<file path="config.mk">
export PLATFORM = sky130hd
export DESIGN_NAME = console_line_editor_flat
export DESIGN_NICKNAME = d
export VERILOG_FILES = /design/src/hw/rtl/cle_pkg.sv /design/src/hw/rtl/cle_ifs.sv /design/src/hw/rtl/cle_dp.sv /design/src/hw/rtl/cle_ctrl.sv /design/src/hw/rtl/console_line_editor.sv /design/src/flat_wrapper.sv
export SDC_FILE = /design/constraint.sdc
export NUM_CORES = 1
export LEC_CHECK = 0
export BUFFER_PORTS_ARGS = -buffer_cell sky130_fd_sc_hd__buf_2
export CORE_MARGIN = 4
export CORE_UTILIZATION = 45
export DETAILED_ROUTE_END_ITERATION = 6
export PLACE_DENSITY_LB_ADDON = 0.08
export SYNTH_ARGS = -nofsm -noshare
export SYNTH_HDL_FRONTEND = slang
export SYNTH_SLANG_ARGS = --single-unit
</file>
<file path="constraint.sdc">
create_clock -name clk_i -period 8.4 [get_ports clk_i]
set_input_delay 0.42 -clock clk_i [delete_from_list [all_inputs] [get_ports clk_i]]
set_output_delay 0.42 -clock clk_i [all_outputs]
set_load 0.02 [all_outputs]
</file>
<file path="src/hw/rtl/cle_pkg.sv">
// Shared types and constants of the console line editor.
package cle_pkg;

  // Byte codes of the console protocol.
  localparam logic [7:0] CH_BS     = 8'h08;
  localparam logic [7:0] CH_LF     = 8'h0A;
  localparam logic [7:0] CH_CR     = 8'h0D;
  localparam logic [7:0] CH_ESC    = 8'h1B;
  localparam logic [7:0] CH_SP     = 8'h20;
  localparam logic [7:0] CH_UP     = 8'h41;
  localparam logic [7:0] CH_DOWN   = 8'h42;
  localparam logic [7:0] CH_LBRACK = 8'h5B;
  localparam logic [7:0] CH_DEL    = 8'h7F;
  localparam logic [7:0] CH_UC_LO  = 8'h41;
  localparam logic [7:0] CH_UC_HI  = 8'h5A;
  localparam logic [7:0] CASE_DIFF = 8'd32;

  typedef enum logic [1:0] {
    KIND_ECHO = 2'd0,
    KIND_CHAR = 2'd1,
    KIND_END  = 2'd2,
    KIND_SAVE = 2'd3
  } kind_e;

  typedef enum logic [1:0] {
    ESC_NONE    = 2'd0,
    ESC_SEEN    = 2'd1,
    ESC_BRACKET = 2'd2
  } esc_e;

  // Source of the byte of an emitted result.
  typedef enum logic [2:0] {
    SRC_IN   = 3'd0,
    SRC_BS   = 3'd1,
    SRC_SP   = 3'd2,
    SRC_RD   = 3'd3,
    SRC_LOW  = 3'd4,
    SRC_CUR  = 3'd5,
    SRC_ONE  = 3'd6,
    SRC_ZERO = 3'd7
  } src_e;

  // Address of the history length read port.
  typedef enum logic [1:0] {
    LEN_CAND   = 2'd0,
    LEN_RIDX   = 2'd1,
    LEN_NEWEST = 2'd2
  } len_src_e;

  typedef struct packed {
    logic     take_in;
    logic     esc_we;
    esc_e     esc_val;
    logic     line_push;
    logic     cursor_dec;
    logic     i_clr;
    logic     i_inc;
    logic     lf_lower;
    logic     lf_end;
    logic     rec_step;
    logic     rec_fall;
    logic     len_ld;
    len_src_e len_src;
    logic     load_wr;
    logic     load_end;
    logic     rd_en;
    logic     rd_newest;
    logic     copy_wr;
    logic     save_commit;
    logic     comp_clr;
    logic     emit;
    kind_e    emit_kind;
    src_e     emit_src;
    logic     flush;
  } cmd_t;

  typedef struct packed {
    logic req_save;
    esc_e esc;
    logic is_lbrack;
    logic is_esc;
    logic is_erase;
    logic is_store;
    logic is_lf;
    logic is_up;
    logic is_down;
    logic cursor_zero;
    logic cursor_full;
    logic i_lt_cursor;
    logic i_lt_len;
    logic i_lt_comp;
    logic len_zero;
    logic len_eq_comp;
    logic comp_zero;
    logic rd_eq_line;
    logic emit_ok;
    logic flush_ok;
  } sts_t;

endpackage

</file>
<file path="src/hw/rtl/cle_ifs.sv">
// Valid/ready channel interfaces for requests and results.
interface cle_in_if;
  logic       valid;
  logic       ready;
  logic       req_type;
  logic [7:0] rx_byte;

  modport source(output valid, output req_type, output rx_byte, input ready);
  modport sink(input valid, input req_type, input rx_byte, output ready);
endinterface

interface cle_out_if;
  logic       valid;
  logic       ready;
  logic [1:0] out_kind;
  logic [7:0] out_byte;
  logic       last;

  modport source(output valid, output out_kind, output out_byte, output last, input ready);
  modport sink(input valid, input out_kind, input out_byte, input last, output ready);
endinterface

</file>
<file path="src/hw/rtl/cle_dp.sv">
// Datapath: line buffer, history store, editor registers and result staging.
module cle_dp #(
  parameter int LINE_LEN   = 16,
  parameter int HIST_DEPTH = 4
) (
  input  logic             clk_i,
  input  logic             rst_ni,
  input  logic             req_type_i,
  input  logic [7:0]       rx_byte_i,
  input  cle_pkg::cmd_t    cmd_i,
  output cle_pkg::sts_t    sts_o,
  cle_out_if.source        res_o
);

  localparam int CW        = $clog2(LINE_LEN + 1);
  localparam int IW        = $clog2(LINE_LEN);
  localparam int HW        = $clog2(HIST_DEPTH);
  localparam int MEM_DEPTH = HIST_DEPTH * (2 ** IW);

  logic [HW-1:0] head_q, ridx_q;
  logic          rv_q;
  logic          req_q;
  logic [7:0]    byte_q;
  cle_pkg::esc_e esc_q;
  logic [CW-1:0] cursor_q, comp_q, i_q, len_q;
  logic [CW-1:0] hlen_q [HIST_DEPTH];
  logic [7:0]    line_q [LINE_LEN];
  logic [7:0]    hist_mem [MEM_DEPTH];
  logic [7:0]    rd_q;

  logic          pend_v_q;
  logic [1:0]    pend_kind_q;
  logic [7:0]    pend_byte_q;
  logic          out_v_q;
  logic [1:0]    out_kind_q;
  logic [7:0]    out_byte_q;
  logic          out_last_q;

  logic [HW-1:0] newest, cand, fall, len_addr;
  logic          older;
  logic [7:0]    line_i, line_low, emit_byte;
  logic          out_free;

  function automatic logic [HW-1:0] hprev(input logic [HW-1:0] x);
    hprev = (x == '0) ? HW'(HIST_DEPTH - 1) : x - HW'(1);
  endfunction

  function automatic logic [HW-1:0] hnext(input logic [HW-1:0] x);
    hnext = (x == HW'(HIST_DEPTH - 1)) ? '0 : x + HW'(1);
  endfunction

  function automatic logic [7:0] lower(input logic [7:0] c);
    lower = (c >= cle_pkg::CH_UC_LO && c <= cle_pkg::CH_UC_HI) ? c + cle_pkg::CASE_DIFF : c;
  endfunction

  assign newest   = hprev(head_q);
  assign older    = (byte_q == cle_pkg::CH_UP);
  assign cand     = rv_q ? (older ? hprev(ridx_q) : hnext(ridx_q))
                         : (older ? newest : head_q);
  assign fall     = older ? newest : '0;
  assign line_i   = line_q[i_q[IW-1:0]];
  assign line_low = lower(line_i);
  assign out_free = !out_v_q || res_o.ready;

  always_comb begin
    case (cmd_i.len_src)
      cle_pkg::LEN_CAND:   len_addr = cand;
      cle_pkg::LEN_NEWEST: len_addr = newest;
      default:             len_addr = ridx_q;
    endcase
  end

  always_comb begin
    case (cmd_i.emit_src)
      cle_pkg::SRC_IN:  emit_byte = byte_q;
      cle_pkg::SRC_BS:  emit_byte = cle_pkg::CH_BS;
      cle_pkg::SRC_SP:  emit_byte = cle_pkg::CH_SP;
      cle_pkg::SRC_RD:  emit_byte = rd_q;
      cle_pkg::SRC_LOW: emit_byte = line_low;
      cle_pkg::SRC_CUR: emit_byte = 8'(cursor_q);
      cle_pkg::SRC_ONE: emit_byte = 8'd1;
      default:          emit_byte = 8'd0;
    endcase
  end

  always_comb begin
    sts_o.req_save    = req_q;
    sts_o.esc         = esc_q;
    sts_o.is_lbrack   = (byte_q == cle_pkg::CH_LBRACK);
    sts_o.is_esc      = (byte_q == cle_pkg::CH_ESC);
    sts_o.is_erase    = (byte_q == cle_pkg::CH_BS) || (byte_q == cle_pkg::CH_DEL);
    sts_o.is_store    = (byte_q > 8'd31 && byte_q < cle_pkg::CH_DEL) ||
                        (byte_q == cle_pkg::CH_CR);
    sts_o.is_lf       = (byte_q == cle_pkg::CH_LF);
    sts_o.is_up       = (byte_q == cle_pkg::CH_UP);
    sts_o.is_down     = (byte_q == cle_pkg::CH_DOWN);
    sts_o.cursor_zero = (cursor_q == '0);
    sts_o.cursor_full = (cursor_q == CW'(LINE_LEN));
    sts_o.i_lt_cursor = (i_q < cursor_q);
    sts_o.i_lt_len    = (i_q < len_q);
    sts_o.i_lt_comp   = (i_q < comp_q);
    sts_o.len_zero    = (len_q == '0);
    sts_o.len_eq_comp = (len_q == comp_q);
    sts_o.comp_zero   = (comp_q == '0);
    sts_o.rd_eq_line  = (rd_q == line_i);
    sts_o.emit_ok     = !pend_v_q || out_free;
    sts_o.flush_ok    = !pend_v_q || out_free;
  end

  // Editor control registers.
  always_ff @(posedge clk_i or negedge rst_ni) begin
    if (!rst_ni) begin
      esc_q    <= cle_pkg::ESC_NONE;
      cursor_q <= '0;
      comp_q   <= '0;
      i_q      <= '0;
      head_q   <= '0;
      ridx_q   <= '0;
      rv_q     <= 1'b0;
      len_q    <= '0;
      req_q    <= 1'b0;
      for (int k = 0; k < HIST_DEPTH; k++) hlen_q[k] <= '0;
    end else begin
      if (cmd_i.take_in) req_q <= req_type_i;
      if (cmd_i.esc_we) esc_q <= cmd_i.esc_val;
      if (cmd_i.line_push) cursor_q <= cursor_q + CW'(1);
      if (cmd_i.cursor_dec) cursor_q <= cursor_q - CW'(1);
      if (cmd_i.load_end) cursor_q <= len_q;
      if (cmd_i.lf_end) begin
        comp_q   <= cursor_q;
        cursor_q <= '0;
      end
      if (cmd_i.comp_clr) comp_q <= '0;
      if (cmd_i.i_clr) i_q <= '0;
      else if (cmd_i.i_inc) i_q <= i_q + CW'(1);
      if (cmd_i.len_ld) len_q <= hlen_q[len_addr];
      if (cmd_i.rec_step) begin
        ridx_q <= cand;
        rv_q   <= 1'b1;
      end
      if (cmd_i.rec_fall) ridx_q <= fall;
      if (cmd_i.save_commit) begin
        hlen_q[head_q] <= comp_q;
        head_q         <= hnext(head_q);
        rv_q           <= 1'b0;
      end
    end
  end

  // Payload storage: captured byte, line buffer, history memory.
  always_ff @(posedge clk_i) begin
    if (cmd_i.take_in) byte_q <= rx_byte_i;
    if (cmd_i.line_push) line_q[cursor_q[IW-1:0]] <= byte_q;
    if (cmd_i.lf_lower) line_q[i_q[IW-1:0]] <= line_low;
    if (cmd_i.load_wr) line_q[i_q[IW-1:0]] <= rd_q;
  end

  always_ff @(posedge clk_i) begin
    if (cmd_i.copy_wr) hist_mem[{head_q, i_q[IW-1:0]}] <= line_i;
    if (cmd_i.rd_en) rd_q <= hist_mem[{(cmd_i.rd_newest ? newest : ridx_q), i_q[IW-1:0]}];
  end

  // Result staging: one pending result ahead of the output register, so the
  // final result of an item can be marked once the item is finished.
  always_ff @(posedge clk_i or negedge rst_ni) begin
    if (!rst_ni) begin
      pend_v_q <= 1'b0;
      out_v_q  <= 1'b0;
    end else begin
      if ((cmd_i.emit || cmd_i.flush) && pend_v_q) out_v_q <= 1'b1;
      else if (res_o.ready) out_v_q <= 1'b0;
      if (cmd_i.emit) pend_v_q <= 1'b1;
      else if (cmd_i.flush) pend_v_q <= 1'b0;
    end
  end

  always_ff @(posedge clk_i) begin
    if ((cmd_i.emit || cmd_i.flush) && pend_v_q) begin
      out_kind_q <= pend_kind_q;
      out_byte_q <= pend_byte_q;
      out_last_q <= cmd_i.flush;
    end
    if (cmd_i.emit) begin
      pend_kind_q <= cmd_i.emit_kind;
      pend_byte_q <= emit_byte;
    end
  end

  assign res_o.valid    = out_v_q;
  assign res_o.out_kind = out_kind_q;
  assign res_o.out_byte = out_byte_q;
  assign res_o.last     = out_last_q;

endmodule

</file>
<file path="src/hw/rtl/cle_ctrl.sv">
// Sequencer that steps the datapath through the work of one request.
module cle_ctrl (
  input  logic          clk_i,
  input  logic          rst_ni,
  input  logic          in_valid_i,
  output logic          in_ready_o,
  input  cle_pkg::sts_t sts_i,
  output cle_pkg::cmd_t cmd_o
);

  typedef enum logic [4:0] {
    ST_IDLE, ST_DISPATCH, ST_BS1, ST_SP, ST_BS2, ST_ERASE_CHK,
    ST_REC_STEP, ST_REC_FIX, ST_REC_LEN, ST_LOAD_RD, ST_LOAD_WR, ST_LF_CH,
    ST_SAVE_LEN, ST_SAVE_CHK, ST_CMP_RD, ST_CMP_EQ, ST_COPY, ST_SAVE_END,
    ST_FLUSH
  } state_e;

  state_e state_q, state_d;
  logic   erase_all_q, erase_all_d;
  logic   save_ok_q, save_ok_d;

  assign in_ready_o = (state_q == ST_IDLE);

  always_comb begin
    state_d     = state_q;
    erase_all_d = erase_all_q;
    save_ok_d   = save_ok_q;
    cmd_o       = '0;
    unique case (state_q)
      ST_IDLE: begin
        if (in_valid_i) begin
          cmd_o.take_in = 1'b1;
          state_d       = ST_DISPATCH;
        end
      end
      ST_DISPATCH: begin
        if (sts_i.req_save) begin
          state_d = ST_SAVE_LEN;
        end else if (sts_i.esc == cle_pkg::ESC_SEEN && sts_i.is_lbrack) begin
          cmd_o.esc_we  = 1'b1;
          cmd_o.esc_val = cle_pkg::ESC_BRACKET;
          state_d       = ST_FLUSH;
        end else if (sts_i.esc == cle_pkg::ESC_BRACKET) begin
          cmd_o.esc_we  = 1'b1;
          cmd_o.esc_val = cle_pkg::ESC_NONE;
          erase_all_d   = 1'b1;
          state_d       = ST_ERASE_CHK;
        end else if (sts_i.is_esc) begin
          cmd_o.esc_we  = 1'b1;
          cmd_o.esc_val = cle_pkg::ESC_SEEN;
          state_d       = ST_FLUSH;
        end else if (sts_i.is_erase) begin
          cmd_o.esc_we  = 1'b1;
          cmd_o.esc_val = cle_pkg::ESC_NONE;
          erase_all_d   = 1'b0;
          state_d       = sts_i.cursor_zero ? ST_FLUSH : ST_BS1;
        end else if ((sts_i.is_store || sts_i.is_lf) && !sts_i.cursor_full) begin
          if (sts_i.emit_ok) begin
            cmd_o.esc_we    = 1'b1;
            cmd_o.esc_val   = cle_pkg::ESC_NONE;
            cmd_o.emit      = 1'b1;
            cmd_o.emit_kind = cle_pkg::KIND_ECHO;
            cmd_o.emit_src  = cle_pkg::SRC_IN;
            cmd_o.line_push = sts_i.is_store;
            cmd_o.i_clr     = 1'b1;
            state_d         = sts_i.is_lf ? ST_LF_CH : ST_FLUSH;
          end
        end else begin
          cmd_o.esc_we  = 1'b1;
          cmd_o.esc_val = cle_pkg::ESC_NONE;
          cmd_o.i_clr   = 1'b1;
          state_d       = sts_i.is_lf ? ST_LF_CH : ST_FLUSH;
        end
      end
      ST_BS1: begin
        if (sts_i.emit_ok) begin
          cmd_o.emit      = 1'b1;
          cmd_o.emit_kind = cle_pkg::KIND_ECHO;
          cmd_o.emit_src  = cle_pkg::SRC_BS;
          state_d         = ST_SP;
        end
      end
      ST_SP: begin
        if (sts_i.emit_ok) begin
          cmd_o.emit      = 1'b1;
          cmd_o.emit_kind = cle_pkg::KIND_ECHO;
          cmd_o.emit_src  = cle_pkg::SRC_SP;
          state_d         = ST_BS2;
        end
      end
      ST_BS2: begin
        if (sts_i.emit_ok) begin
          cmd_o.emit       = 1'b1;
          cmd_o.emit_kind  = cle_pkg::KIND_ECHO;
          cmd_o.emit_src   = cle_pkg::SRC_BS;
          cmd_o.cursor_dec = 1'b1;
          state_d          = erase_all_q ? ST_ERASE_CHK : ST_FLUSH;
        end
      end
      ST_ERASE_CHK: begin
        if (!sts_i.cursor_zero) state_d = ST_BS1;
        else if (sts_i.is_up || sts_i.is_down) state_d = ST_REC_STEP;
        else state_d = ST_FLUSH;
      end
      ST_REC_STEP: begin
        cmd_o.rec_step = 1'b1;
        cmd_o.len_ld   = 1'b1;
        cmd_o.len_src  = cle_pkg::LEN_CAND;
        state_d        = ST_REC_FIX;
      end
      ST_REC_FIX: begin
        if (sts_i.len_zero) begin
          cmd_o.rec_fall = 1'b1;
          state_d        = ST_REC_LEN;
        end else begin
          cmd_o.i_clr = 1'b1;
          state_d     = ST_LOAD_RD;
        end
      end
      ST_REC_LEN: begin
        cmd_o.len_ld  = 1'b1;
        cmd_o.len_src = cle_pkg::LEN_RIDX;
        cmd_o.i_clr   = 1'b1;
        state_d       = ST_LOAD_RD;
      end
      ST_LOAD_RD: begin
        if (sts_i.i_lt_len) begin
          cmd_o.rd_en = 1'b1;
          state_d     = ST_LOAD_WR;
        end else begin
          cmd_o.load_end = 1'b1;
          state_d        = ST_FLUSH;
        end
      end
      ST_LOAD_WR: begin
        if (sts_i.emit_ok) begin
          cmd_o.load_wr   = 1'b1;
          cmd_o.emit      = 1'b1;
          cmd_o.emit_kind = cle_pkg::KIND_ECHO;
          cmd_o.emit_src  = cle_pkg::SRC_RD;
          cmd_o.i_inc     = 1'b1;
          state_d         = ST_LOAD_RD;
        end
      end
      ST_LF_CH: begin
        if (sts_i.emit_ok) begin
          cmd_o.emit = 1'b1;
          if (sts_i.i_lt_cursor) begin
            cmd_o.lf_lower  = 1'b1;
            cmd_o.emit_kind = cle_pkg::KIND_CHAR;
            cmd_o.emit_src  = cle_pkg::SRC_LOW;
            cmd_o.i_inc     = 1'b1;
          end else begin
            cmd_o.emit_kind = cle_pkg::KIND_END;
            cmd_o.emit_src  = cle_pkg::SRC_CUR;
            cmd_o.lf_end    = 1'b1;
            state_d         = ST_FLUSH;
          end
        end
      end
      ST_SAVE_LEN: begin
        cmd_o.len_ld  = 1'b1;
        cmd_o.len_src = cle_pkg::LEN_NEWEST;
        state_d       = ST_SAVE_CHK;
      end
      ST_SAVE_CHK: begin
        cmd_o.i_clr = 1'b1;
        if (sts_i.comp_zero) begin
          save_ok_d = 1'b0;
          state_d   = ST_SAVE_END;
        end else if (!sts_i.len_eq_comp) begin
          state_d = ST_COPY;
        end else begin
          state_d = ST_CMP_RD;
        end
      end
      ST_CMP_RD: begin
        if (sts_i.i_lt_comp) begin
          cmd_o.rd_en     = 1'b1;
          cmd_o.rd_newest = 1'b1;
          state_d         = ST_CMP_EQ;
        end else begin
          save_ok_d = 1'b0;
          state_d   = ST_SAVE_END;
        end
      end
      ST_CMP_EQ: begin
        if (sts_i.rd_eq_line) begin
          cmd_o.i_inc = 1'b1;
          state_d     = ST_CMP_RD;
        end else begin
          cmd_o.i_clr = 1'b1;
          state_d     = ST_COPY;
        end
      end
      ST_COPY: begin
        if (sts_i.i_lt_comp) begin
          cmd_o.copy_wr = 1'b1;
          cmd_o.i_inc   = 1'b1;
        end else begin
          cmd_o.save_commit = 1'b1;
          save_ok_d         = 1'b1;
          state_d           = ST_SAVE_END;
        end
      end
      ST_SAVE_END: begin
        if (sts_i.emit_ok) begin
          cmd_o.emit      = 1'b1;
          cmd_o.emit_kind = cle_pkg::KIND_SAVE;
          cmd_o.emit_src  = save_ok_q ? cle_pkg::SRC_ONE : cle_pkg::SRC_ZERO;
          cmd_o.comp_clr  = 1'b1;
          state_d         = ST_FLUSH;
        end
      end
      ST_FLUSH: begin
        if (sts_i.flush_ok) begin
          cmd_o.flush = 1'b1;
          state_d     = ST_IDLE;
        end
      end
      default: state_d = ST_IDLE;
    endcase
  end

  always_ff @(posedge clk_i or negedge rst_ni) begin
    if (!rst_ni) begin
      state_q     <= ST_IDLE;
      erase_all_q <= 1'b0;
      save_ok_q   <= 1'b0;
    end else begin
      state_q     <= state_d;
      erase_all_q <= erase_all_d;
      save_ok_q   <= save_ok_d;
    end
  end

endmodule

</file>
<file path="src/hw/rtl/console_line_editor.sv">
// Console line editor with command history: top level.
//
//  channel   dir  modport  payload                      transfer when
//  item_i    in   sink     req_type, rx_byte            valid && ready
//  res_o     out  source   out_kind, out_byte, last     valid && ready
//
// One request is worked at a time; ready is high only while the sequencer
// waits for work. A request passes accept, dispatch and flush; a plain
// echo goes out during dispatch. On top come: backspace, space, backspace
// per erased character, plus one check per character and a final check
// when an escape erases the whole line; for a recall a step, a length
// check and, on a fallback, a reload, then a registered history read and a
// write per recalled character and an end step; one step per completed
// line character and one for the line end; for a save a load, a check, a
// read and compare and a copy per character, a commit and the result.
// Reset clears all control state and every history length, so history is
// empty at once; no clearing pass runs. Results go out through an output
// register behind a one-entry pending stage; the sequencer holds while
// both are full, so a stalled sink never loses or repeats a transfer.
module console_line_editor #(
  parameter int LINE_LEN   = 16,
  parameter int HIST_DEPTH = 4
) (
  input logic       clk_i,
  input logic       rst_ni,
  cle_in_if.sink    item_i,
  cle_out_if.source res_o
);

  cle_pkg::cmd_t cmd;
  cle_pkg::sts_t sts;
  logic          ready;

  // Only accepted requests advance the sequencer.
  assign item_i.ready = ready;

  cle_ctrl u_ctrl (
    .clk_i      (clk_i),
    .rst_ni     (rst_ni),
    .in_valid_i (item_i.valid),
    .in_ready_o (ready),
    .sts_i      (sts),
    .cmd_o      (cmd)
  );

  // Line buffer, history and result staging live in the datapath.
  cle_dp #(
    .LINE_LEN   (LINE_LEN),
    .HIST_DEPTH (HIST_DEPTH)
  ) u_dp (
    .clk_i      (clk_i),
    .rst_ni     (rst_ni),
    .req_type_i (item_i.req_type),
    .rx_byte_i  (item_i.rx_byte),
    .cmd_i      (cmd),
    .sts_o      (sts),
    .res_o      (res_o)
  );

endmodule

</file>
<file path="src/flat_wrapper.sv">
// flat-port wrapper written by rule: the top's interface ports become plain ports
module console_line_editor_flat 
#(
  parameter int LINE_LEN   = 16,
  parameter int HIST_DEPTH = 4
)
  (clk_i, rst_ni, item_i_valid, item_i_req_type, item_i_rx_byte, item_i_ready, res_o_valid, res_o_out_kind, res_o_out_byte, res_o_last, res_o_ready);
  cle_in_if item_i_i ();
  cle_out_if res_o_i ();
  input logic clk_i;
  input logic rst_ni;
  input wire logic [$bits(item_i_i.valid)-1:0] item_i_valid;
  input wire logic [$bits(item_i_i.req_type)-1:0] item_i_req_type;
  input wire logic [$bits(item_i_i.rx_byte)-1:0] item_i_rx_byte;
  output wire logic [$bits(item_i_i.ready)-1:0] item_i_ready;
  output wire logic [$bits(res_o_i.valid)-1:0] res_o_valid;
  output wire logic [$bits(res_o_i.out_kind)-1:0] res_o_out_kind;
  output wire logic [$bits(res_o_i.out_byte)-1:0] res_o_out_byte;
  output wire logic [$bits(res_o_i.last)-1:0] res_o_last;
  input wire logic [$bits(res_o_i.ready)-1:0] res_o_ready;
  assign item_i_i.valid = item_i_valid;
  assign item_i_i.req_type = item_i_req_type;
  assign item_i_i.rx_byte = item_i_rx_byte;
  assign item_i_ready = item_i_i.ready;
  assign res_o_valid = res_o_i.valid;
  assign res_o_out_kind = res_o_i.out_kind;
  assign res_o_out_byte = res_o_i.out_byte;
  assign res_o_last = res_o_i.last;
  assign res_o_i.ready = res_o_ready;
  console_line_editor #(.LINE_LEN(LINE_LEN), .HIST_DEPTH(HIST_DEPTH)) u_core (.clk_i(clk_i), .rst_ni(rst_ni), .item_i(item_i_i), .res_o(res_o_i));
endmodule
</file>
=== Yosys cells after proc, flatten, opt, wreduce, memory -nomap -nowiden ===
Memory sizes are Yosys's and may differ from the RTL's. A register that Yosys moved wholly into a read port is not among the register bits.
Cells that the tools add are included.

* Add/subtract/negate cells: 8
* $mul: 0
* Divide/modulo/power cells: 0
* Order comparisons: 10
* Equality and inequality tests: 54
* Shift-type cells: 0
* Muxes and demuxes: 145
* Bitwise gates (word level): 5
* Reductions and logical operators: 39

{| class="wikitable"
|+ Operators with widths
! operator !! number
|-
| two-way mux 5 bit || 39
|-
| case mux 5 bit (19 select lines) || 1
|-
| two-way mux 6 bit || 11
|-
| case mux 8 bit (7 select lines) || 1
|-
| two-way mux 1 bit || 54
|-
| == test 5 x 4 -> 1 bit, second input constant || 8
|-
| case mux 6 bit (6 select lines) || 1
|-
| == test 8 x 7 -> 1 bit, second input constant || 4
|-
| two-way mux 2 bit || 15
|-
| == test 8 x 4 -> 1 bit, second input constant || 3
|-
| two-way mux 8 bit || 3
|-
| bitwise mux 20 bit || 1
|-
| == test 5 x 3 -> 1 bit, second input constant || 4
|-
| == test 5 bit, second input constant || 4
|-
| logical NOT 5 bit || 4
|-
| two-way mux 3 bit || 6
|-
| two-way mux 4 bit || 4
|-
| != test 2 x 1 -> 1 bit, second input constant || 8
|-
| < comparator 5 bit || 3
|-
| nonzero test 2 bit || 7
|-
| AND reduction 11 bit || 1
|-
| adder 5 x 1 -> 5 bit, second input constant || 2
|-
| binary-select mux 5 bit (select 2 bit) || 1
|-
| demux 5 bit (select 2 bit) || 1
|-
| other kinds (42) || 75
|}

* Register bits: 86
* Bits in latches: 0
* Bits in writable memories: 640
* ROM bits: 0
* Bits of input ports: 13
* Output and inout port bits: 13
* Word-level logic and storage cells: 287
* Memories kept: 2

{| class="wikitable"
|+ Memories
! memory !! depth !! bits a word !! read ports !! clocked after Yosys merged registers in !! write ports !! RTL line !! source
|-
| u_core.u_dp.hist_mem || 64 || 8 || 1 || 1 || 1 || cle_dp.sv:28 || <nowiki>logic [7:0] hist_mem [MEM_DEPTH];</nowiki>
|-
| u_core.u_dp.line_q || 16 || 8 || 1 || 0 || 1 || cle_dp.sv:27 || <nowiki>logic [7:0] line_q [LINE_LEN];</nowiki>
|}

=== Depth between registers and ports, before layout ===
Gate-level depths: netlist (run 1).

* Word-level depth: 16
* Mapped depth: 14
* Depth with buffers taken out: 12

=== Cells and area by module ===
From an unflattened synthesis (run 1), not the netlist that was laid out.

* Cell total of the unflattened synthesis: 2453
* Area, all modules: 32182.1 µm²

{| class="wikitable"
|+ By module, submodules not included
! module !! instances !! cells an instance !! area each (µm²) !! sequential area each (µm²)
|-
| cle_dp || 1 || 2276 || 30988.5 || 21580.7
|-
| cle_ctrl || 1 || 177 || 1193.6 || 175.2
|}

=== Least setup slack after synthesis (run 1) ===
Ideal clock, no wire load.

* Kind: register to register
* Start: reg u_core.u_dp.i_q[1]
* End: mem u_core.u_dp.line_q[0][6], data pin
* Library setup time: 307 ps
* Arrival: 3596 ps
* Data required time: 8093 ps
* Path slack: 4497 ps
* Stages on the path, launching flop included: 10
* Buffers on the path: 2
* Clock period less this slack: 3903 ps
* Cell sequence: dfrtp_1 -> buf_6 -> and2_1 -> buf_2 -> a221o_1 -> a21oi_2 -> o41a_1 -> nand3_2 -> o311a_1 -> a221o_1

* Elaborated cells between the ends (all ways): 16
* Those cells by class: 1 x add/sub; 3 x order compare; 8 x mux; 1 x bitwise; 2 x reduce/logical; 1 x memory

{| class="wikitable"
|+ RTL lines
! item !! RTL line !! source
|-
| start, declared || cle_dp.sv:25 || <nowiki>logic [CW-1:0] cursor_q, comp_q, i_q, len_q;</nowiki>
|-
| start signal, assigned || cle_dp.sv:135 || <nowiki>else if (cmd_i.i_inc) i_q <= i_q + CW'(1);</nowiki>
|-
| memory (16 x 8 bit) (*) || n/a ||
|-
| named net u_core.u_dp.line_i[2] || cle_dp.sv:41 || <nowiki>logic [7:0] line_i, line_low, emit_byte;</nowiki>
|-
| >= comparator 8 x 7 -> 1 bit / <= comparator 8 x 7 -> 1 bit (equally long branches) || cle_dp.sv:53 || <nowiki>lower = (c >= cle_pkg::CH_UC_LO && c <= cle_pkg::CH_UC_HI) ? c + cle_pkg::CASE_DIFF : c;</nowiki>
|-
| logical AND 1 bit || cle_dp.sv:53 ||
|-
| two-way mux 8 bit (*) || cle_dp.sv:53 ||
|-
| two-way mux 8 bit (no line) (*) (2 in a row) || n/a ||
|-
| end, declared || cle_dp.sv:27 ||
|}

The timed path passes the listed nets; every way through them passes the cells marked *.

=== Final worst setup path (run 1) ===
* Start: reg u_core.u_dp.i_q[1]
* End: mem u_core.u_dp.line_q[5][5], data pin

The elaborated chain is that of the path after synthesis.

==> results of run 1 <==
==> synthesized netlist by cell type (all sizes together) (36+ instances only) <==
master,count,area share
nand2,155,0.019
dfrtp,57,0.047
edfxtp,677,0.66
nor2,187,0.023
mux2,41,0.015
o21ai,100,0.016
mux2i,89,0.030
a21oi,144,0.024
clkbuf,62,0.0076
buf,52,0.010
nand3,47,0.0080
a221oi,50,0.015
a22oi,86,0.022
nor3,36,0.0060
==> layout by cell type (no fill, tap or decap), types with 7 or more instances in the layout <==
master / synthesis / routed
edfxtp_1: 677 / 677
clkinv_1: 1 / 16
dfrtp_1: 57 / 53
mux2_2: 30 / 30
a221oi_1: 47 / 47
a22oi_1: 84 / 84
dlygate4sd3_1: 0 / 9
a31oi_1: 22 / 22
nor2b_1: 13 / 11
nand3_1: 45 / 45
nor3_1: 35 / 34
a221o_1: 12 / 12
inv_1: 33 / 31
xnor2_1: 7 / 7
a21oi_1: 143 / 143
a22o_1: 16 / 16
nor2_1: 185 / 183
buf_4: 6 / 39
o21ai_0: 95 / 95
nand4_1: 14 / 14
nand2b_1: 14 / 14
nand2_1: 155 / 155
or3_1: 10 / 10
o22ai_1: 10 / 10
clkbuf_16: 0 / 80
o211ai_1: 9 / 9
and3_1: 10 / 9
a21o_1: 9 / 9
xor2_1: 15 / 15
ha_1: 23 / 23
clkbuf_1: 62 / 20
buf_2: 27 / 25
a211oi_1: 13 / 13
mux2i_1: 88 / 87
mux4_2: 14 / 14
clkinv_2: 0 / 11
mux2_1: 8 / 8
==> where the power goes <==
| group | internal [mW] | switching, mW | total (mW) |
|---|---|---|---|
| registers | 4.87 | 0.222 | 5.10 |
| clock network | 1.95 | 1.45 | 3.40 |
| logic | 1.02 | 2.62 | 3.64 |
| total | 7.85 | 4.29 | 12.1 |
==> state kept, by name, summed over array words and instances (netlist names), 8 cells and up <==
name and count:
u_core.u_dp.rd_q 8, u_core.u_dp.line_q 128, u_core.u_dp.res_o.out_byte 8, u_core.u_dp.pend_byte_q 8
u_core.u_dp.hist_mem 512, u_core.u_dp.hlen_q 20, u_core.u_dp.byte_q 8
==> layer usage <==
metal,track usage,wire [um],up-vias
li1,-,-,8373
met1,0.346,38200,9699
met2,0.393,41300,801
met3,0.0432,6180,183
met4,0.103,3810,0
met5,0,0,-
==> what timing repair did <==
action,in CTS,in global routing
hold buffers,9,0
endpoints found under the setup margin,0,0
endpoints found under the hold margin,65,0
==> through the flow <==
step | hold WS, ps | cell area, um^2 | power [mW] | setup WS (ps) | util
final | 30.7 | 34300 | 12.1 | 3220 | 0.509
after floorplan | 124 | 30600 | 7.35 | 4500 | -
after global placement | 409 | 31700 | 8.74 | 3490 | 0.471
after CTS | 8.64 | 34300 | 12.2 | 3290 | 0.509
after detailed placement | 406 | 31700 | 8.80 | 3310 | 0.471
after global routing | 23.1 | 34300 | 12.7 | 2990 | 0.509
==> worst max-delay path by stage <==
| stage | start | to | slack [ps] |
|---|---|---|---|
| after floorplan | u_core.u_dp.i_q[1] | u_core.u_dp.line_q[0][6] | 4500 |
| after global placement | u_core.u_dp.i_q[1] | u_core.u_dp.line_q[14][5] | 3490 |
| after detailed placement | u_core.u_dp.i_q[1] | u_core.u_dp.line_q[12][5] | 3310 |
| after CTS | u_core.u_dp.i_q[1] | u_core.u_dp.line_q[13][5] | 3290 |
| after global routing | u_core.u_dp.i_q[1] | u_core.u_dp.line_q[13][5] | 2990 |
| final | u_core.u_dp.i_q[1] | u_core.u_dp.line_q[5][5] | 3220 |
==> logic make-up (layout without fill, tap and decap cells) <==
kind of cell | count (synthesis) | after routing
AOI/OAI and AO/OA | 524 | 524
xor gates and xnor gates | 22 | 22
adders and majority gates | 24 | 24
buffers and inverters | 148 | 251
DFF | 734 | 734
muxes | 144 | 144
and+or+nand+nor | 524 | 524
==> final cells by class <==
class / count / area [um^2] / share of cell area
inverters: 34 / 128 / 0.00373
repair buffers: 74 / 528 / 0.0154
multi-input cells: 1238 / 8230 / 0.240
flip-flops and latches: 734 / 21800 / 0.635
well taps: 873 / 1090 / 0.0319
clock inverters: 43 / 434 / 0.0127
clock buffers: 100 / 2080 / 0.0606
==> metrics, run 1 <==
ys async rst share=0.0777; GRT Overall Usage=0.249; Post-Synth Adder-Cell Area=0.0101; Worst R2R Setup Slack=approximately 3200 ps; WHS Path Cells=2; average footprint of a synthesized cell=14.4 um^2; Hold Path Class=in -> reg; reg2reg path depth=9; ANT nets after route=0; Setup TNS=0 ps; CP required=8670 ps; Root Driver=clkbuf_16; final WL=between 80 and 90 mm; Mapped Nets=2157; Slowest-stage cell, CP=o211ai_1; Total Nets Final=2198; detailed-route wire length per cell=28.9 um; Worst Path Max Fanout=36; DP HPWL=54.4 mm; post_cts resized=0; FF-to-FF Start=u_core.u_dp.i_q[1]; vias in the first global route=18721; sequential fraction of the synthesis area=0.711; status=completed; CTS sink cnt=734; Yosys warnings=0; delay-heaviest family, CP=compound AO/OA/AOI/OAI gates; FMAX=0.193 GHz; Worst Path Buf+Inv=2; Synth Area in XOR/XNOR=0.00629; worst reg2reg path endpoint=u_core.u_dp.line_q[5][5]; worst skew pair latency=640 ps; Critical Path Source Type=flop; Slew @ Worst Pin=~1200 ps; largest family of logic cells by synthesized area=compound AO/OA/AOI/OAI gates; #FFs+latches synth=roughly 730; final-layout fill cell count=5697; crit path cell chain=buf_4, nor2b_1, a22oi_1, o221ai_1, o31a_2, buf_4, o41a_1, nand3_2, o211ai_1; Post-synth EDFFs=677; H-tree levels=3; Final Wtd Congestion=around 0.86; crit path DAT=about 5500 ps; compound-gate portion of the synthesized area=0.116; final worst path period share=0.617; leakage power=11.4 nW; # setup viols final=0; vias per inst=6.16; GRT overflow=0; fin cells=3096; total core area=just under 70000 um^2; Area Overhead vs Synth=11.9%; chip height=269 um; DRT iter0 DRCs=1832; synth unique cells=91; clock buffer count from CTS=~80; Crit Path Category=reg -> reg; PD cells=354 nW/um^2; starting density of the core=0.455; die width=approximately 270 um; max_cap viols=0; first-pass GRT wire length=around 130 mm; RSZ-0062 raised after global routing=false; post-synthesis simple-gate area fraction=0.0797; Max stage delay on crit path=about 900 ps; die area=72300 um^2; setup repair bufs after CTS=0; final hold vios=0; largest net degree at the start of global routing=73; Crit path top cell by count=buf_4; ys flop type=edfxtp_1; synthesized instance count=2120; drt first pass iters=5; initial antenna violation count=0; mux share of post-synthesis cell area=0.0553; Slew headroom=0.183; dpl cells=2944; Rows=95; Longest Clk Path Bufs=3; crit path time final=5180 ps; total number of vias=19056; layout cells sized above 1=0.120; Levels on crit path=9; Setup crit end kind=flop; # DRC=0; Setup Skew=between 20 and 25 ps; Hold EP=u_core.u_dp.req_q; antenna cells=0; mapped cell area=just over 30000 um^2; IO Pins=26; PortBufs=25; clock transition at the registers of the reported paths=60 ps; Pins Over Slew Limit=0; CTS tree=yes; worst hold start=item_i_req_type; VDD IR max=roughly 210 uV
No activity file was read; power rests on OpenSTA's default activity.
==> run 2, diff against run 1 <==
--- a/config.mk
+++ b/config.mk
@@ -5,6 +5,7 @@
 export SDC_FILE = /design/constraint.sdc
 export NUM_CORES = 1
 export LEC_CHECK = 0
+export ABC_AREA = 1
 export BUFFER_PORTS_ARGS = -buffer_cell sky130_fd_sc_hd__buf_2
 export CORE_MARGIN = 4
 export CORE_UTILIZATION = 45
==> constraint.sdc (replaced) <==
create_clock -name clk_i -period 5.21 [get_ports clk_i]
set_input_delay 0.2605 -clock clk_i [delete_from_list [all_inputs] [get_ports clk_i]]
set_output_delay 0.2605 -clock clk_i [all_outputs]
set_load 0.02 [all_outputs]
==> run 2 against run 1 <==
Worst hold slack improved by 270 ps. Largest power group unchanged. Final area fell by 0.88%. Clock skew rose by 4.7 ps.
==> metrics, run 2 <==
post-synthesis simple-gate area fraction=0.136 (+0.0567); die width=267 um (-0.70%); final-layout fill cell count=5767 (+1.2%); chip height=267 um (-0.70%); # setup viols final=0 (unchanged); Root Driver=clkbuf_16; Crit Path Category=reg -> reg; Longest Clk Path Bufs=3 (unchanged); synth unique cells=47 (-48%); final hold vios=0 (unchanged); FMAX=0.258 GHz (+34%); largest family of logic cells by synthesized area=simple AND/OR/NAND/NOR gates; initial antenna violation count=0 (unchanged); Setup crit end kind=flop; first-pass GRT wire length=126 mm (-3.2%); drt first pass iters=6 (+1); final worst path period share=0.745 (+0.128); Synth Area in XOR/XNOR=0.00348 (-0.00281); worst skew pair latency=640 ps (about the same); # DRC=0 (unchanged); Mapped Nets=2439 (+13%); antenna cells=0 (unchanged); fin cells=3411 (+10%); Worst Path Max Fanout=25 (-31%); Pins Over Slew Limit=0 (unchanged); P_sw=5.94 mW (+38%); area leader, netlist=edfxtp_1; most frequent cells in the layout=677 x edfxtp_1, 533 x nand2_1, 185 x nor2_1; Worst R2R Setup Slack=1330 ps (-1890 ps); RSZ-0062 raised after global routing=false; clock buffer count from CTS=80 (+1.3%); max_cap viols=0 (unchanged); VDD IR max=427 uV (+110%); placed cell area=31400 um^2 (-0.81%); Final Wtd Congestion=0.891 (+4.1%); Post-synth EDFFs=677 (unchanged); Max stage delay on crit path=820 ps (-80 ps); P_int=11.6 mW (+48%); GRT Overall Usage=0.236 (-0.0127); H-tree levels=3 (unchanged); Rows=94 (-1.1%); Critical Path Source Type=flop; post-layout instance area=34000 um^2 (-0.88%); compound-gate portion of the synthesized area=0.0924 (-0.0234); total number of vias=19660 (+3.2%); setup ws final=1330 ps (-1890 ps); clock transition at the registers of the reported paths=60 ps (about the same); commonest non-fill, non-tap cell in the layout=edfxtp_1; status=completed; average footprint of a synthesized cell=12.6 um^2 (-13%); Post-Synth Adder-Cell Area=0.0102 (+0.000147); sequential fraction of the synthesis area=0.721 (+0.0104); crit path cell chain=ha_1, nand2_1, inv_1, o2111ai_1, nand2_1, nor2_2, nand2_1, nor2_1; ys async rst share=0.0777 (unchanged); most frequent cell after synthesis=edfxtp_1; pre-CTS WS=1330 ps (-1980 ps); Setup TNS=0 ps (unchanged); mapped cell area=30200 um^2 (-1.4%); DRT iter0 DRCs=2305 (+26%); leakage power=12.2 nW (+7.2%); Area contributors post-synth=edfxtp_1 67%, nand2_1 6.6%, dfrtp_1 4.7%, a22o_1 3.0%, nor2_1 2.3%; #FFs+latches synth=734 (unchanged); Yosys warnings=0 (unchanged); Crit path top cell by count=nand2_1; Clk pwr share=0.303 (+0.023); final WL=83.6 mm (-6.6%); GRT overflow=0 (unchanged); Slowest-stage cell, CP=nor2_1; IO Pins=26 (unchanged); top-area cell type share of the netlist area=0.674 (+0.00972); crit path DAT=4140 ps (-1310 ps); Hold Path Class=in -> reg; layout cells sized above 1=0.0934 (-0.0262); Slew headroom=0.248 (+0.0647); crit path time final=3880 ps (-1300 ps); combinational power share=0.258 (-0.042); sequential share of power=0.438 (+0.018); max FFs per register=512 (unchanged); vias per inst=5.76 (-6.4%); Total Nets Final=2521 (+15%); detailed-route wire length per cell=24.5 um (-15%); starting density of the core=0.456 (+0.00143); Slew @ Worst Pin=1120 ps (-96.7 ps); Area Overhead vs Synth=12.6%; Worst Path Buf+Inv=1 (-1); ANT nets after route=0 (unchanged); most frequent cells after synthesis=677 x edfxtp_1, 533 x nand2_1, 186 x nor2_1; CTS sink cnt=734 (unchanged); CTS tree=yes; delay-heaviest family, CP=simple AND/OR/NAND/NOR gates; PD cells=517 nW/um^2 (+46%); Final Core Density=0.514 (+0.00450); final hold slack=297 ps (+267 ps); overall power=17.6 mW (+45%); DP HPWL=51.7 mm (-4.9%); dpl cells=3255 (+11%); synthesized instance count=2402 (+13%); die area=71200 um^2 (-1.4%); CP required=5470 ps (-3200 ps); PortBufs=25 (unchanged); mux share of post-synthesis cell area=0 (-0.0553); Setup Skew=26.8 ps (+4.66 ps); Net Sw Frac=0.339 (-0.0152); ys flop type=edfxtp_1; vias in the first global route=19738 (+5.4%); total core area=66100 um^2 (-1.8%); largest net degree at the start of global routing=66 (-9.6%)
## run 2: changes by cell type in the layout (fill, tap and decap cells not counted), moves of 16 or more
cell / before / now
a21oi_1: 143 / 108
o21ai_0: 95 / 72
inv_1: 31 / 148
nand3_1: 45 / 123
mux2_2: 30 / 0
nand4_1: 14 / 69
inv_2: 1 / 17
mux2i_1: 87 / 0
a31oi_1: 22 / 4
a22oi_1: 84 / 27
nand2_1: 155 / 533
a22o_1: 16 / 103
## run 2: path summary, 6_finish.rpt
check | startpoint | endpoint | depth (start not counted)
min in group asynchronous | rst_ni | u_core.u_dp.res_o.valid | 3
max in group asynchronous | rst_ni | u_core.u_dp.i_q[3] | 3
setup reg to reg | u_core.u_dp.i_q[3] | u_core.u_dp.hist_mem[2][1] | 8
hold reg to reg | u_core.u_dp.pend_byte_q[0] | u_core.u_dp.res_o.out_byte[0] | 0
setup / recovery | u_core.u_dp.i_q[3] | u_core.u_dp.hist_mem[2][1] | 8
hold / removal | item_i_valid | u_core.u_dp.req_q | 6
## run 2: logic make-up after synthesis
kind of cell,count (synthesis)
AND/OR/NAND/NOR,969
flip-flops,734
AO/OA/AOI/OAI,404
buffers and inverters,259
adder cells (fa/ha/maj),24
XOR/XNOR,12
## run 2: final cells by class
class / instances / area (um^2) / area share
clock buffers: 107 / 2120 / 0.0625
clock inverters: 38 / 320 / 0.00943
multi-input cells: 1409 / 7350 / 0.216
well taps: 864 / 1080 / 0.0318
flip-flops and latches: 734 / 21800 / 0.641
inverters: 166 / 626 / 0.0184
repair buffers: 93 / 701 / 0.0206
## run 2: per-layer routing
metal,vias up,global-route usage,routed length [um]
li1,8926,-,-
met1,9842,0.326,36000
met2,747,0.392,40200
met3,145,0.0340,4940
met4,0,0.0724,2380
met5,-,0,0
## run 2: timing repair
item	in CTS	in global routing
endpoints found under the hold margin	67	0
setup buffers	0	0
endpoints found under the setup margin	0	0
hold buffers	11	0
resized for setup	0	0
## run 2: worst reg2reg max path: cells and delay by family (launching register included)
family	cells	cell delay, ps
buf+inv	1	40
compound gates	1	60
fa+ha+maj	1	360
flops	1	810
simple gates	5	2250
## run 2: power groups by stage
stage | Combinational, mW | Clock [mW] | Sequential (mW)
6_report | 4.53 | 5.32 | 7.69
4_1_cts | 4.55 | 5.43 | 7.69
5_1_grt | 4.99 | 5.68 | 7.72
2_1_floorplan | 2.70 | 0 | 7.82
3_3_place_gp | 4.51 | 0 | 7.81
3_5_place_dp | 4.54 | 0 | 7.81
==> run 3, diff against run 2 <==
--- a/config.mk
+++ b/config.mk
@@ -5,7 +5,7 @@
 export SDC_FILE = /design/constraint.sdc
 export NUM_CORES = 1
 export LEC_CHECK = 0
-export ABC_AREA = 1
+export ABC_AREA = 0
 export BUFFER_PORTS_ARGS = -buffer_cell sky130_fd_sc_hd__buf_2
 export CORE_MARGIN = 4
 export CORE_UTILIZATION = 45
==> constraint.sdc (replaced) <==
create_clock -name clk_i -period 3.1 [get_ports clk_i]
set_input_delay 0.155 -clock clk_i [delete_from_list [all_inputs] [get_ports clk_i]]
set_output_delay 0.155 -clock clk_i [all_outputs]
set_load 0.02 [all_outputs]
==> run 3 against run 2 <==
First-iteration DRC count fell by 13%. Wire length rose by 10%. Sequential power rose by 77%. Largest power group unchanged. Sequential cell count did not move. Critical path depth rose by 1. Register-to-register slack got worse by 1300 ps. Clock power rose by 78%. Count of clock-buffer cells in the layout fell by 14. The run now ends with setup timing left. Combinational power rose to 2.7 times the previous value. Final area rose by 9.2%. Non-clock buffer count rose by 265.
==> metrics, run 3 (synthesized netlist as in run 1, its figures left out) <==
detailed-route wire length per cell=27.3 um (+11%); worst reg2reg path endpoint=u_core.u_dp.line_q[12][7]; layout cells sized above 1=0.235 (+0.142); Pins Over Slew Limit=0 (unchanged); first-pass GRT wire length=135 mm (+7.1%); worst skew pair latency=620 ps (-20 ps); Slew @ Worst Pin=854 ps (-271 ps); chip height=269 um (+0.71%); PortBufs=25 (unchanged); Slew headroom=0.431 (+0.183); vias per inst=5.96 (+3.4%); antenna cells=0 (unchanged); placed cell area=33900 um^2 (+8.0%); Final Core Density=0.551 (+0.0376); failing checks=setup timing; pre-CTS WS=-326 ps (-1660 ps); H-tree levels=3 (unchanged); most frequent cells in the layout=677 x edfxtp_1, 288 x buf_4, 181 x nor2_1; clock buffer count from CTS=78 (-2.5%); vias in the first global route=20216 (+2.4%); # setup viols final=6 (+6); GRT overflow=0 (unchanged); overall power=35.4 mW (+100%); fin cells=3384 (-0.79%); Rows=95 (+1.1%); max FFs per register=512 (unchanged); setup ws final=-0.532 ps (-1330 ps); final hold slack=135 ps (-163 ps); Area Overhead vs Synth=21.2%; initial antenna violation count=0 (unchanged); die width=269 um (+0.71%); Root Driver=clkbuf_16; Setup Skew=25.9 ps (-0.920 ps); status=finished, violations left; Critical Path Source Type=flop; reg2reg path depth=9 (+1); VDD IR max=687 uV (+61%); final worst path period share=1.00 (+0.256); CTS sink cnt=734 (unchanged); post-layout instance area=37100 um^2 (+9.2%); Max stage delay on crit path=570 ps (-250 ps); DRT iter0 DRCs=2005 (-13%); RSZ-0062 raised after global routing=true; final WL=92.4 mm (+10%); crit path cell chain=buf_12, mux2_4, a221oi_4, a22oi_4, a21o_1, o41a_1, nand4b_1, a21oi_4, a221o_2; Total Nets Final=2483 (-1.5%); FMAX=0.323 GHz (+25%); drt first pass iters=5 (-1); Worst R2R Setup Slack=-0.5 ps (-1330 ps); starting density of the core=0.455 (-0.00143); crit path DAT=3440 ps (-700 ps); final-layout fill cell count=5534 (-4.0%); CTS tree=yes; commonest non-fill, non-tap cell in the layout=edfxtp_1; dpl cells=3208 (-1.4%); Setup TNS=-1.29 ps (-1.29 ps); Hold Path Class=in -> async; total core area=67300 um^2 (+1.8%); IO Pins=26 (unchanged); ANT nets after route=0 (unchanged); total number of vias=20168 (+2.6%); Crit Path Category=reg -> reg; die area=72300 um^2 (+1.4%); GRT Overall Usage=0.255 (+0.0187); # DRC=0 (unchanged); leakage power=13.1 nW (+7.1%); largest net degree at the start of global routing=65 (-1.5%); Final Wtd Congestion=0.892 (+0.20%); Setup crit end kind=flop; PD cells=955 nW/um^2 (+85%); Longest Clk Path Bufs=3 (unchanged); Worst Path Max Fanout=8 (-68%); CP required=3430 ps (-2040 ps); Slowest-stage cell, CP=dfrtp_4; crit path time final=3100 ps (-779 ps); DP HPWL=60.9 mm (+18%); FF-to-FF Start=u_core.u_dp.i_q[0]; clock transition at the registers of the reported paths=60 ps (about the same); final hold vios=0 (unchanged); max_cap viols=0 (unchanged)
-- run 3: worst max-delay path, delay by kind of cell (launching register included) --
family,cells,cell delay [ps]
flops,1,570
mux,1,320
simple gates,1,160
compound gates,6,1590
buf+inv,1,180
-- run 3: final cells by class --
cell class                      count  area [um^2]  area share
Sequential cell                   734        21800       0.587
Multi-Input combinational cell   1240         8450       0.228
Clock inverter                     52          547      0.0147
Clock buffer                       93         2070      0.0558
Timing Repair Buffer              358         3040      0.0818
Tap cell                          873         1090      0.0294
Inverter                           34          131     0.00354
-- run 3: per-layer routing --
metal  share of wire  GRT usage  vias up
met5               0          0        -
met4           0.033     0.0839        0
met3           0.058     0.0338      176
met2            0.49      0.428      756
met1            0.42      0.348    10299
li1                -          -     8937
-- run 3: how the worst max path moves through the flow --
stage	start	end	depth (start not counted)
CTS	u_core.u_dp.i_q[1]	u_core.u_dp.rd_q[3]	11
global route	u_core.u_dp.i_q[0]	u_core.u_dp.line_q[7][7]	9
finish	u_core.u_dp.i_q[0]	u_core.u_dp.line_q[12][7]	9
floorplan	u_core.u_dp.i_q[0]	u_core.u_dp.line_q[0][6]	9
global placement	u_core.u_dp.i_q[2]	u_core.u_dp.rd_q[0]	9
detailed placement	u_core.u_dp.i_q[2]	u_core.u_dp.rd_q[0]	9
-- run 3: report_power, final --
group	internal, mW	switching (mW)
Combinational	4.40	7.91
Clock	5.57	3.92
Sequential	13.2	0.441
-- run 3: repair_timing --
action | in CTS | in global routing
gates resized for setup | 14 | 34
setup endpoints to repair | 43 | 174
endpoints found under the hold margin | 38 | 0
hold buffers | 11 | 0
pin swaps | 1 | 14
gates cloned | 2 | 2
buffers inserted | 3 | 13
